**config.mk**
```make
export PLATFORM = sky130hd
export DESIGN_NAME = lot_sequencer
export DESIGN_NICKNAME = d
export VERILOG_FILES = /design/src/hw/rtl/lot_pkg.sv /design/src/hw/rtl/lot_sequencer.sv
export SDC_FILE = /design/constraint.sdc
export NUM_CORES = 1
export LEC_CHECK = 0
export BUFFER_PORTS_ARGS = -buffer_cell sky130_fd_sc_hd__buf_2
export CAP_MARGIN = 20
export CELL_PAD_IN_SITES_DETAIL_PLACEMENT = 0
export CELL_PAD_IN_SITES_GLOBAL_PLACEMENT = 1
export CORE_UTILIZATION = 35
export CTS_BUF_LIST = sky130_fd_sc_hd__clkbuf_2
export CTS_CLUSTER_DIAMETER = 60
export CTS_CLUSTER_SIZE = 20
export DETAILED_ROUTE_END_ITERATION = 12
export GPL_ROUTABILITY_DRIVEN = 1
export PLACE_DENSITY = 0.7
export SLEW_MARGIN = 20
export SYNTH_ARGS = -nofsm -noshare
export SYNTH_HDL_FRONTEND = slang
export SYNTH_SLANG_ARGS = --single-unit
```
**constraint.sdc**
```tcl
create_clock -name clk -period 5.4 [get_ports clk]
set_clock_uncertainty 0.1 [all_clocks]
set_input_delay 0.54 -clock clk [delete_from_list [all_inputs] [get_ports clk]]
set_output_delay 0.54 -clock clk [all_outputs]
set_load 0.02 [all_outputs]
```
**src/hw/rtl/lot_pkg.sv**
```systemverilog
// ----------------------------------------------------------------------------
// lot_pkg: shared types, constants and control store
// Request codes, control word layout, interface structs and the step program
// that drives the linked order table datapath.
// ----------------------------------------------------------------------------
package lot_pkg;

  localparam int REQ_W         = 3;
  localparam int ITEM_W        = 11;
  localparam int SUM_W         = 20;
  localparam int UPC_W         = 6;
  localparam int LOT_MAX_ITEMS = 1024;

  localparam logic [SUM_W-1:0]  SUM_MAX         = {SUM_W{1'b1}};
  localparam logic [ITEM_W-1:0] CFG_COUNT_RESET = 11'd1024;

  typedef enum logic [REQ_W-1:0] {
    REQ_INIT    = 3'd0,
    REQ_BEFORE  = 3'd1,
    REQ_AFTER   = 3'd2,
    REQ_SWAP    = 3'd3,
    REQ_REVERSE = 3'd4,
    REQ_QUERY   = 3'd5
  } req_t;

  // operand selects for read address, write address and write data
  typedef enum logic [3:0] {
    SEL_ZERO,
    SEL_X,
    SEL_Y,
    SEL_PX,
    SEL_NX,
    SEL_PY,
    SEL_NY,
    SEL_IDX,
    SEL_IDX_M1,
    SEL_IDX_P1,
    SEL_LEN,
    SEL_CUR
  } sel_t;

  typedef enum logic [1:0] {
    CAP_NONE,
    CAP_X,
    CAP_Y
  } cap_t;

  typedef enum logic [3:0] {
    OP_NONE,
    OP_INIT_SETUP,
    OP_IDX_INC,
    OP_REV_TOGGLE,
    OP_QUERY_SETUP,
    OP_CUR_IDX,
    OP_ACCUM,
    OP_CUR_FWD,
    OP_EMIT
  } op_t;

  typedef enum logic [2:0] {
    C_NEVER,
    C_PREVQ_EQ_X,
    C_NEXTQ_EQ_X,
    C_NEXTQ_EQ_Y,
    C_IDX_NE_LEN,
    C_BACKQ_ZERO,
    C_WALK_MORE
  } cond_t;

  typedef logic [UPC_W-1:0] upc_t;

  typedef struct packed {
    logic  rd_en;
    sel_t  rd_sel;
    cap_t  cap;
    logic  wp_en;
    sel_t  wp_addr;
    sel_t  wp_data;
    logic  wn_en;
    sel_t  wn_addr;
    sel_t  wn_data;
    op_t   op;
    cond_t cond;
    upc_t  target;
    logic  last;
  } uword_t;

  typedef struct packed {
    logic   take;
    logic   fire;
    uword_t uw;
  } lot_ctl_t;

  typedef struct packed {
    logic prevq_eq_x;
    logic nextq_eq_x;
    logic nextq_eq_y;
    logic idx_ne_len;
    logic backq_zero;
    logic walk_more;
    logic out_busy;
    logic args_ok;
    logic rev;
  } lot_stat_t;

  // program entry points
  localparam upc_t UA_INIT     = 6'd0;
  localparam upc_t UA_INIT_LP  = 6'd1;
  localparam upc_t UA_REV      = 6'd3;
  localparam upc_t UA_BEFORE   = 6'd4;
  localparam upc_t UA_AFTER    = 6'd12;
  localparam upc_t UA_SWAP     = 6'd20;
  localparam upc_t UA_ADJ_XY   = 6'd27;
  localparam upc_t UA_ADJ_YX   = 6'd30;
  localparam upc_t UA_QUERY    = 6'd33;
  localparam upc_t UA_SCAN     = 6'd34;
  localparam upc_t UA_WALK     = 6'd38;
  localparam upc_t UA_DONE     = 6'd41;
  localparam upc_t UA_LAST     = 6'd41;

  localparam uword_t UW_NOP = '{
    rd_en:   1'b0, rd_sel:  SEL_ZERO, cap: CAP_NONE,
    wp_en:   1'b0, wp_addr: SEL_ZERO, wp_data: SEL_ZERO,
    wn_en:   1'b0, wn_addr: SEL_ZERO, wn_data: SEL_ZERO,
    op:      OP_NONE, cond: C_NEVER, target: '0, last: 1'b0
  };

  function automatic uword_t f_rd(input uword_t w, input sel_t s);
    uword_t r;
    r = w;
    r.rd_en  = 1'b1;
    r.rd_sel = s;
    return r;
  endfunction

  function automatic uword_t f_cap(input uword_t w, input cap_t c);
    uword_t r;
    r = w;
    r.cap = c;
    return r;
  endfunction

  function automatic uword_t f_wp(input uword_t w, input sel_t a, input sel_t d);
    uword_t r;
    r = w;
    r.wp_en   = 1'b1;
    r.wp_addr = a;
    r.wp_data = d;
    return r;
  endfunction

  function automatic uword_t f_wn(input uword_t w, input sel_t a, input sel_t d);
    uword_t r;
    r = w;
    r.wn_en   = 1'b1;
    r.wn_addr = a;
    r.wn_data = d;
    return r;
  endfunction

  function automatic uword_t f_op(input uword_t w, input op_t o);
    uword_t r;
    r = w;
    r.op = o;
    return r;
  endfunction

  function automatic uword_t f_br(input uword_t w, input cond_t c, input upc_t t);
    uword_t r;
    r = w;
    r.cond   = c;
    r.target = t;
    return r;
  endfunction

  function automatic uword_t f_end(input uword_t w);
    uword_t r;
    r = w;
    r.last = 1'b1;
    return r;
  endfunction

  // control store: link read data of a step is registered and seen by the step after it
  function automatic uword_t lot_ucode(input upc_t a);
    uword_t w;
    w = f_end(UW_NOP);
    unique case (a)
      // init: write 1..n as a chain, then close the tail
      UA_INIT:          w = f_op(UW_NOP, OP_INIT_SETUP);
      UA_INIT_LP:       w = f_br(f_op(f_wn(f_wp(UW_NOP, SEL_IDX, SEL_IDX_M1),
                                           SEL_IDX, SEL_IDX_P1), OP_IDX_INC),
                             C_IDX_NE_LEN, UA_INIT_LP);
      UA_INIT + 6'd2:   w = f_end(f_wn(UW_NOP, SEL_LEN, SEL_ZERO));
      UA_REV:           w = f_end(f_op(UW_NOP, OP_REV_TOGGLE));
      // move x before y
      UA_BEFORE:        w = f_rd(UW_NOP, SEL_Y);
      UA_BEFORE + 6'd1: w = f_br(f_rd(UW_NOP, SEL_X), C_PREVQ_EQ_X, UA_DONE);
      UA_BEFORE + 6'd2: w = f_cap(UW_NOP, CAP_X);
      UA_BEFORE + 6'd3: w = f_wp(f_wn(UW_NOP, SEL_PX, SEL_NX), SEL_NX, SEL_PX);
      UA_BEFORE + 6'd4: w = f_rd(UW_NOP, SEL_Y);
      UA_BEFORE + 6'd5: w = f_cap(UW_NOP, CAP_Y);
      UA_BEFORE + 6'd6: w = f_wp(f_wn(UW_NOP, SEL_PY, SEL_X), SEL_X, SEL_PY);
      UA_BEFORE + 6'd7: w = f_end(f_wp(f_wn(UW_NOP, SEL_X, SEL_Y), SEL_Y, SEL_X));
      // move x after y
      UA_AFTER:         w = f_rd(UW_NOP, SEL_Y);
      UA_AFTER + 6'd1:  w = f_br(f_rd(UW_NOP, SEL_X), C_NEXTQ_EQ_X, UA_DONE);
      UA_AFTER + 6'd2:  w = f_cap(UW_NOP, CAP_X);
      UA_AFTER + 6'd3:  w = f_wp(f_wn(UW_NOP, SEL_PX, SEL_NX), SEL_NX, SEL_PX);
      UA_AFTER + 6'd4:  w = f_rd(UW_NOP, SEL_Y);
      UA_AFTER + 6'd5:  w = f_cap(UW_NOP, CAP_Y);
      UA_AFTER + 6'd6:  w = f_wn(f_wp(UW_NOP, SEL_NY, SEL_X), SEL_X, SEL_NY);
      UA_AFTER + 6'd7:  w = f_end(f_wn(f_wp(UW_NOP, SEL_X, SEL_Y), SEL_Y, SEL_X));
      // swap, with the two adjacent orders split off
      UA_SWAP:          w = f_rd(UW_NOP, SEL_X);
      UA_SWAP + 6'd1:   w = f_br(f_cap(f_rd(UW_NOP, SEL_Y), CAP_X), C_NEXTQ_EQ_Y,
                             UA_ADJ_XY);
      UA_SWAP + 6'd2:   w = f_br(f_cap(UW_NOP, CAP_Y), C_NEXTQ_EQ_X, UA_ADJ_YX);
      UA_SWAP + 6'd3:   w = f_wp(f_wn(UW_NOP, SEL_PX, SEL_Y), SEL_NX, SEL_Y);
      UA_SWAP + 6'd4:   w = f_wp(f_wn(UW_NOP, SEL_PY, SEL_X), SEL_NY, SEL_X);
      UA_SWAP + 6'd5:   w = f_wp(f_wn(UW_NOP, SEL_Y, SEL_NX), SEL_Y, SEL_PX);
      UA_SWAP + 6'd6:   w = f_end(f_wp(f_wn(UW_NOP, SEL_X, SEL_NY), SEL_X, SEL_PY));
      UA_ADJ_XY:        w = f_cap(f_wp(f_wn(UW_NOP, SEL_PX, SEL_Y), SEL_Y, SEL_PX),
                              CAP_Y);
      UA_ADJ_XY + 6'd1: w = f_wp(f_wn(UW_NOP, SEL_X, SEL_NY), SEL_NY, SEL_X);
      UA_ADJ_XY + 6'd2: w = f_end(f_wp(f_wn(UW_NOP, SEL_Y, SEL_X), SEL_X, SEL_Y));
      UA_ADJ_YX:        w = f_wp(f_wn(UW_NOP, SEL_PY, SEL_X), SEL_X, SEL_PY);
      UA_ADJ_YX + 6'd1: w = f_wp(f_wn(UW_NOP, SEL_Y, SEL_NX), SEL_NX, SEL_Y);
      UA_ADJ_YX + 6'd2: w = f_end(f_wp(f_wn(UW_NOP, SEL_X, SEL_Y), SEL_Y, SEL_X));
      // query: head scan, then walk
      UA_QUERY:         w = f_op(UW_NOP, OP_QUERY_SETUP);
      UA_SCAN:          w = f_rd(UW_NOP, SEL_IDX);
      UA_SCAN + 6'd1:   w = f_br(f_op(UW_NOP, OP_CUR_IDX), C_BACKQ_ZERO, UA_WALK);
      UA_SCAN + 6'd2:   w = f_br(f_op(UW_NOP, OP_IDX_INC), C_IDX_NE_LEN, UA_SCAN);
      UA_SCAN + 6'd3:   w = f_end(f_op(UW_NOP, OP_EMIT));
      UA_WALK:          w = f_op(f_rd(UW_NOP, SEL_CUR), OP_ACCUM);
      UA_WALK + 6'd1:   w = f_br(f_op(UW_NOP, OP_CUR_FWD), C_WALK_MORE, UA_WALK);
      UA_WALK + 6'd2:   w = f_end(f_op(UW_NOP, OP_EMIT));
      UA_DONE:          w = f_end(UW_NOP);
      default:          w = f_end(UW_NOP);
    endcase
    return w;
  endfunction

endpackage

```
**src/hw/rtl/lot_sequencer.sv**
```systemverilog
// ----------------------------------------------------------------------------
// lot_sequencer: step counter and control store
// Picks a program entry per request, steps through the control words and
// takes conditional jumps on datapath status.
// ----------------------------------------------------------------------------
module lot_sequencer (
  input  logic                      clk,
  input  logic                      rst,
  input  logic                      in_valid,
  output logic                      in_ready,
  input  logic [lot_pkg::REQ_W-1:0] req_type,
  input  lot_pkg::lot_stat_t        stat,
  output lot_pkg::lot_ctl_t         ctl
);
  import lot_pkg::*;

  logic   active;
  upc_t   pc;
  uword_t uw;
  logic   take;
  logic   start;
  upc_t   entry;
  logic   hit;
  logic   stall;
  logic   fire;

  assign in_ready = !active;
  assign take     = in_valid && in_ready;
  assign uw       = lot_ucode(pc);
  assign stall    = (uw.op == OP_EMIT) && stat.out_busy;
  assign fire     = active && !stall;
  assign ctl      = '{take: take, fire: fire, uw: uw};

  // ignored requests never start a program
  always_comb begin
    start = 1'b0;
    entry = UA_DONE;
    unique case (req_type)
      REQ_INIT: begin
        start = 1'b1;
        entry = UA_INIT;
      end
      REQ_BEFORE: begin
        start = stat.args_ok;
        entry = stat.rev ? UA_AFTER : UA_BEFORE;
      end
      REQ_AFTER: begin
        start = stat.args_ok;
        entry = stat.rev ? UA_BEFORE : UA_AFTER;
      end
      REQ_SWAP: begin
        start = stat.args_ok;
        entry = UA_SWAP;
      end
      REQ_REVERSE: begin
        start = 1'b1;
        entry = UA_REV;
      end
      REQ_QUERY: begin
        start = 1'b1;
        entry = UA_QUERY;
      end
      default: begin
        start = 1'b0;
        entry = UA_DONE;
      end
    endcase
  end

  always_comb begin
    unique case (uw.cond)
      C_NEVER:      hit = 1'b0;
      C_PREVQ_EQ_X: hit = stat.prevq_eq_x;
      C_NEXTQ_EQ_X: hit = stat.nextq_eq_x;
      C_NEXTQ_EQ_Y: hit = stat.nextq_eq_y;
      C_IDX_NE_LEN: hit = stat.idx_ne_len;
      C_BACKQ_ZERO: hit = stat.backq_zero;
      C_WALK_MORE:  hit = stat.walk_more;
      default:      hit = 1'b0;
    endcase
  end

  always_ff @(posedge clk) begin
    if (rst) begin
      active <= 1'b0;
      pc     <= UA_DONE;
    end else if (take && start) begin
      active <= 1'b1;
      pc     <= entry;
    end else if (fire) begin
      if (hit) begin
        pc <= uw.target;
      end else if (uw.last) begin
        active <= 1'b0;
      end else begin
        pc <= pc + 1'b1;
      end
    end
  end

`ifndef SYNTH
  a_start_entry: assert property (@(posedge clk) disable iff (rst)
    take && start |=> active && (pc == $past(entry)))
    else $error("program did not start at its entry");

  a_last_step_idle: assert property (@(posedge clk) disable iff (rst)
    fire && uw.last && !hit |=> !active)
    else $error("sequencer still busy after final step");

  a_pc_in_program: assert property (@(posedge clk) disable iff (rst)
    active |-> (pc <= UA_LAST))
    else $error("step counter left the program");
`endif

endmodule

```
==> metrics.txt <==
DRT iter0 DRCs 212; clock-pin slew of the registers on the worst-case setup and hold paths 0.23 ns; final wirelength 7510 um; antenna-violating nets left 0; latest clock arrival within the worst-skew pair 0.43 ns; fraction of synthesis flops using an asynchronous set or reset pin 0%; HPWL after detailed placement 5440 um; nets@finish 367; wire per inst 16.9 um; worst-case clock buffer depth 2; DIE WIDTH 89.2 um; Unique masters post-synth 69; Final setup viols 0; Peak supply drop 0.0000851 V; Yosys reg bits 44; root buffer cell sky130_fd_sc_hd__clkbuf_2; post-cts resize count 0; cells along the critical path mux2i_1 -> mux4_2 -> mux2i_1 -> a211oi_1 -> or2_1 -> inv_2 -> and3_1 -> a21o_1 -> a211o_1; die area 0.00796 mm2; share of final-layout standard cells stronger than drive strength 1 25.7%; residual overflow from global routing 0; Setup TNS Final 0 ns; Std-Cell Core Area 0.00729 mm2; clock tree from TritonCTS done; maximum number of pins on one net before global-route repair 31; run status finished clean; fin crit period 4.04 ns; sink count of the clock tree 44; LEAKAGE 0.00127 uW; via count of the first global-routing pass 2278; critical path data required time 5.65 ns; area of the mapped netlist 0.00266 mm2; number of setup buffers added after CTS 0; routed vias 2490; Most used DFF post-synth sky130_fd_sc_hd__dfxtp_1; number of I/O pins 57; die outline height 89.2 um; Max transition margin 38.0%; highest-delay cell along the critical path sky130_fd_sc_hd__or2_1; detailed-route vias per instance 5.60; number of hold violations in the final report 0; DRC Markers 0; slew at the pin with the worst max-slew slack 0.920 ns; power per cell area 254 mW/mm2; Crit Path Category flop to flop; total of warnings raised by yosys 0; GRT Total Usage 19.6%; largest stage delay on the critical path 0.65 ns; startpoint type of the worst setup path flop; design area 0.00295 mm2; RSZ-0062 raised after global routing no; class of the tightest hold or removal check input port to flop; drt pass-1 iters 5; maximum net fanout on the critical path 30; first-pass GRT wire length 11700 um; Cell Rows 31; Mapped Nets 330; number of antenna diodes 0; Filler Cell Count 797; CTS Buf Count 5; H-tree levels 2; Crit path top cell by count sky130_fd_sc_hd__mux2i_1; Syn Inst Count 308; number of max-capacitance violations reported 0; proportion of synthesized chip area in sequential cells 33.1%; final worst path period share 74.8%; number of enable flip-flop cells after synthesis 0; hold buffers post-CTS 0; max-slew violation count 0; number of input and output port buffers inserted 55; CP Capture Type flop; starting density of the core 36.5%; final RePlAce weighted congestion 0.893; synthesized area per cell 8.65 um2; Area Overhead vs Synth 10.7%; number of antenna violations at the first check in global routing 0; total cell area at the placement stage 0.00288 mm2; Fmax 0.247 GHz; crit path DAT 4.29 ns
-- kinds of logic after synthesis --
family                     synth area share [%]
and+or+nand+nor                            21.2
buffers and inverters                      10.1
xor gates and xnor gates                   1.32
muxes                                      3.90
adders and majority gates                  3.29
DFF                                        33.1
other                                     0.141
AOI/OAI and AO/OA                          27.0
-- stage by stage --
step                      cells  hold slack (ns)  util, %  total power [uW]  setup slack (ns)
final                       445            0.361     40.4               748              1.36
after global routing        445            0.363     40.4               788              1.16
after CTS                   445            0.349     40.4               755              1.43
after detailed placement    437            0.481     39.4               557              1.35
after global placement      437            0.451     39.4               559              1.37
after floorplan             308            0.419        -               511              2.12
-- final timing paths --
check / cells past startpoint / endpoint / slack (ns) / from
worst max-delay path: 9 / uw[23] / 1.36 / uw[8]
worst min-delay path: 2 / active / 0.36 / rst
worst max register to register: 9 / uw[23] / 1.36 / uw[8]
worst min register to register: 2 / pc[0] / 0.51 / pc[0]
-- Yosys cell counts, types with 7 or more instances --
| library cell | n | area, um2 |
|---|---|---|
| sky130_fd_sc_hd__dfxtp_1 | 44 | 881 |
| sky130_fd_sc_hd__nand2_1 | 29 | 109 |
| sky130_fd_sc_hd__o21ai_0 | 22 | 110 |
| sky130_fd_sc_hd__a21oi_1 | 20 | 100 |
| sky130_fd_sc_hd__inv_1 | 16 | 60.1 |
| sky130_fd_sc_hd__nor2_1 | 13 | 48.8 |
| sky130_fd_sc_hd__nand3_1 | 12 | 60.1 |
| sky130_fd_sc_hd__nor3_1 | 10 | 50.1 |
| sky130_fd_sc_hd__buf_6 | 9 | 101 |
| sky130_fd_sc_hd__ha_1 | 7 | 87.6 |
| sky130_fd_sc_hd__mux2i_1 | 7 | 70.1 |
-- area by class of cell --
type	count	area [um2]	share of cell area (%)
clock buffer	5	25.0	0.849
clock inverter	3	47.5	1.61
inverter	21	81.3	2.76
multi-input combinational	218	1520	51.4
sequential	44	881	29.9
tap	99	124	4.20
timing repair buffer	55	275	9.33
-- power breakdown --
| group | switching (uW) | leakage (uW) | total (uW) | internal [uW] |
|---|---|---|---|---|
| Combinational | 134 | 0.000875 | 200 | 65.3 |
| Clock | 114 | 0.0000431 | 194 | 80.1 |
| Sequential | 13.4 | 0.000357 | 354 | 341 |
-- routing by layer --
metal	vias up	GRT usage (%)	routed length (um)
met1	1187	26.1	3530
met2	102	31.3	3380
li1	1187	-	-
met5	-	0	0
met4	0	8.51	185
met3	14	3.32	407
-- flip-flops by register name, indices dropped and copies added, names as in the netlist --
name,flops
pc,6
active,1
uw,37
-- cells in the final DEF (no fill, tap or decap), drive strengths merged, types with 2 or more instances in the layout --
cell type  count
o211ai         6
a21boi         3
and3           4
o22a           2
clkbuf         5
a2111oi        2
a221oi         2
o2111ai        3
xor2           3
nand2b         6
nand2         31
nor2          18
a221o          3
or2            3
a211o          2
nand3         12
o21ai         29
ha             7
a31oi          5
a21oi         20
nand4          3
nor3          11
clkinv         2
dfxtp         44
inv           21
buf           55
a211oi         5
a21o           2
mux2i          7
nand3b         3
-- critical path, delay by kind of cell (launching register included) --
family                 cells  cell delay (ns)
buffers and inverters      1             0.42
AOI/OAI and AO/OA          3             1.01
muxes                      3             0.96
DFF                        1             0.50
and+or+nand+nor            2             0.96
Note: power is estimated with default switching activity, not from simulation.
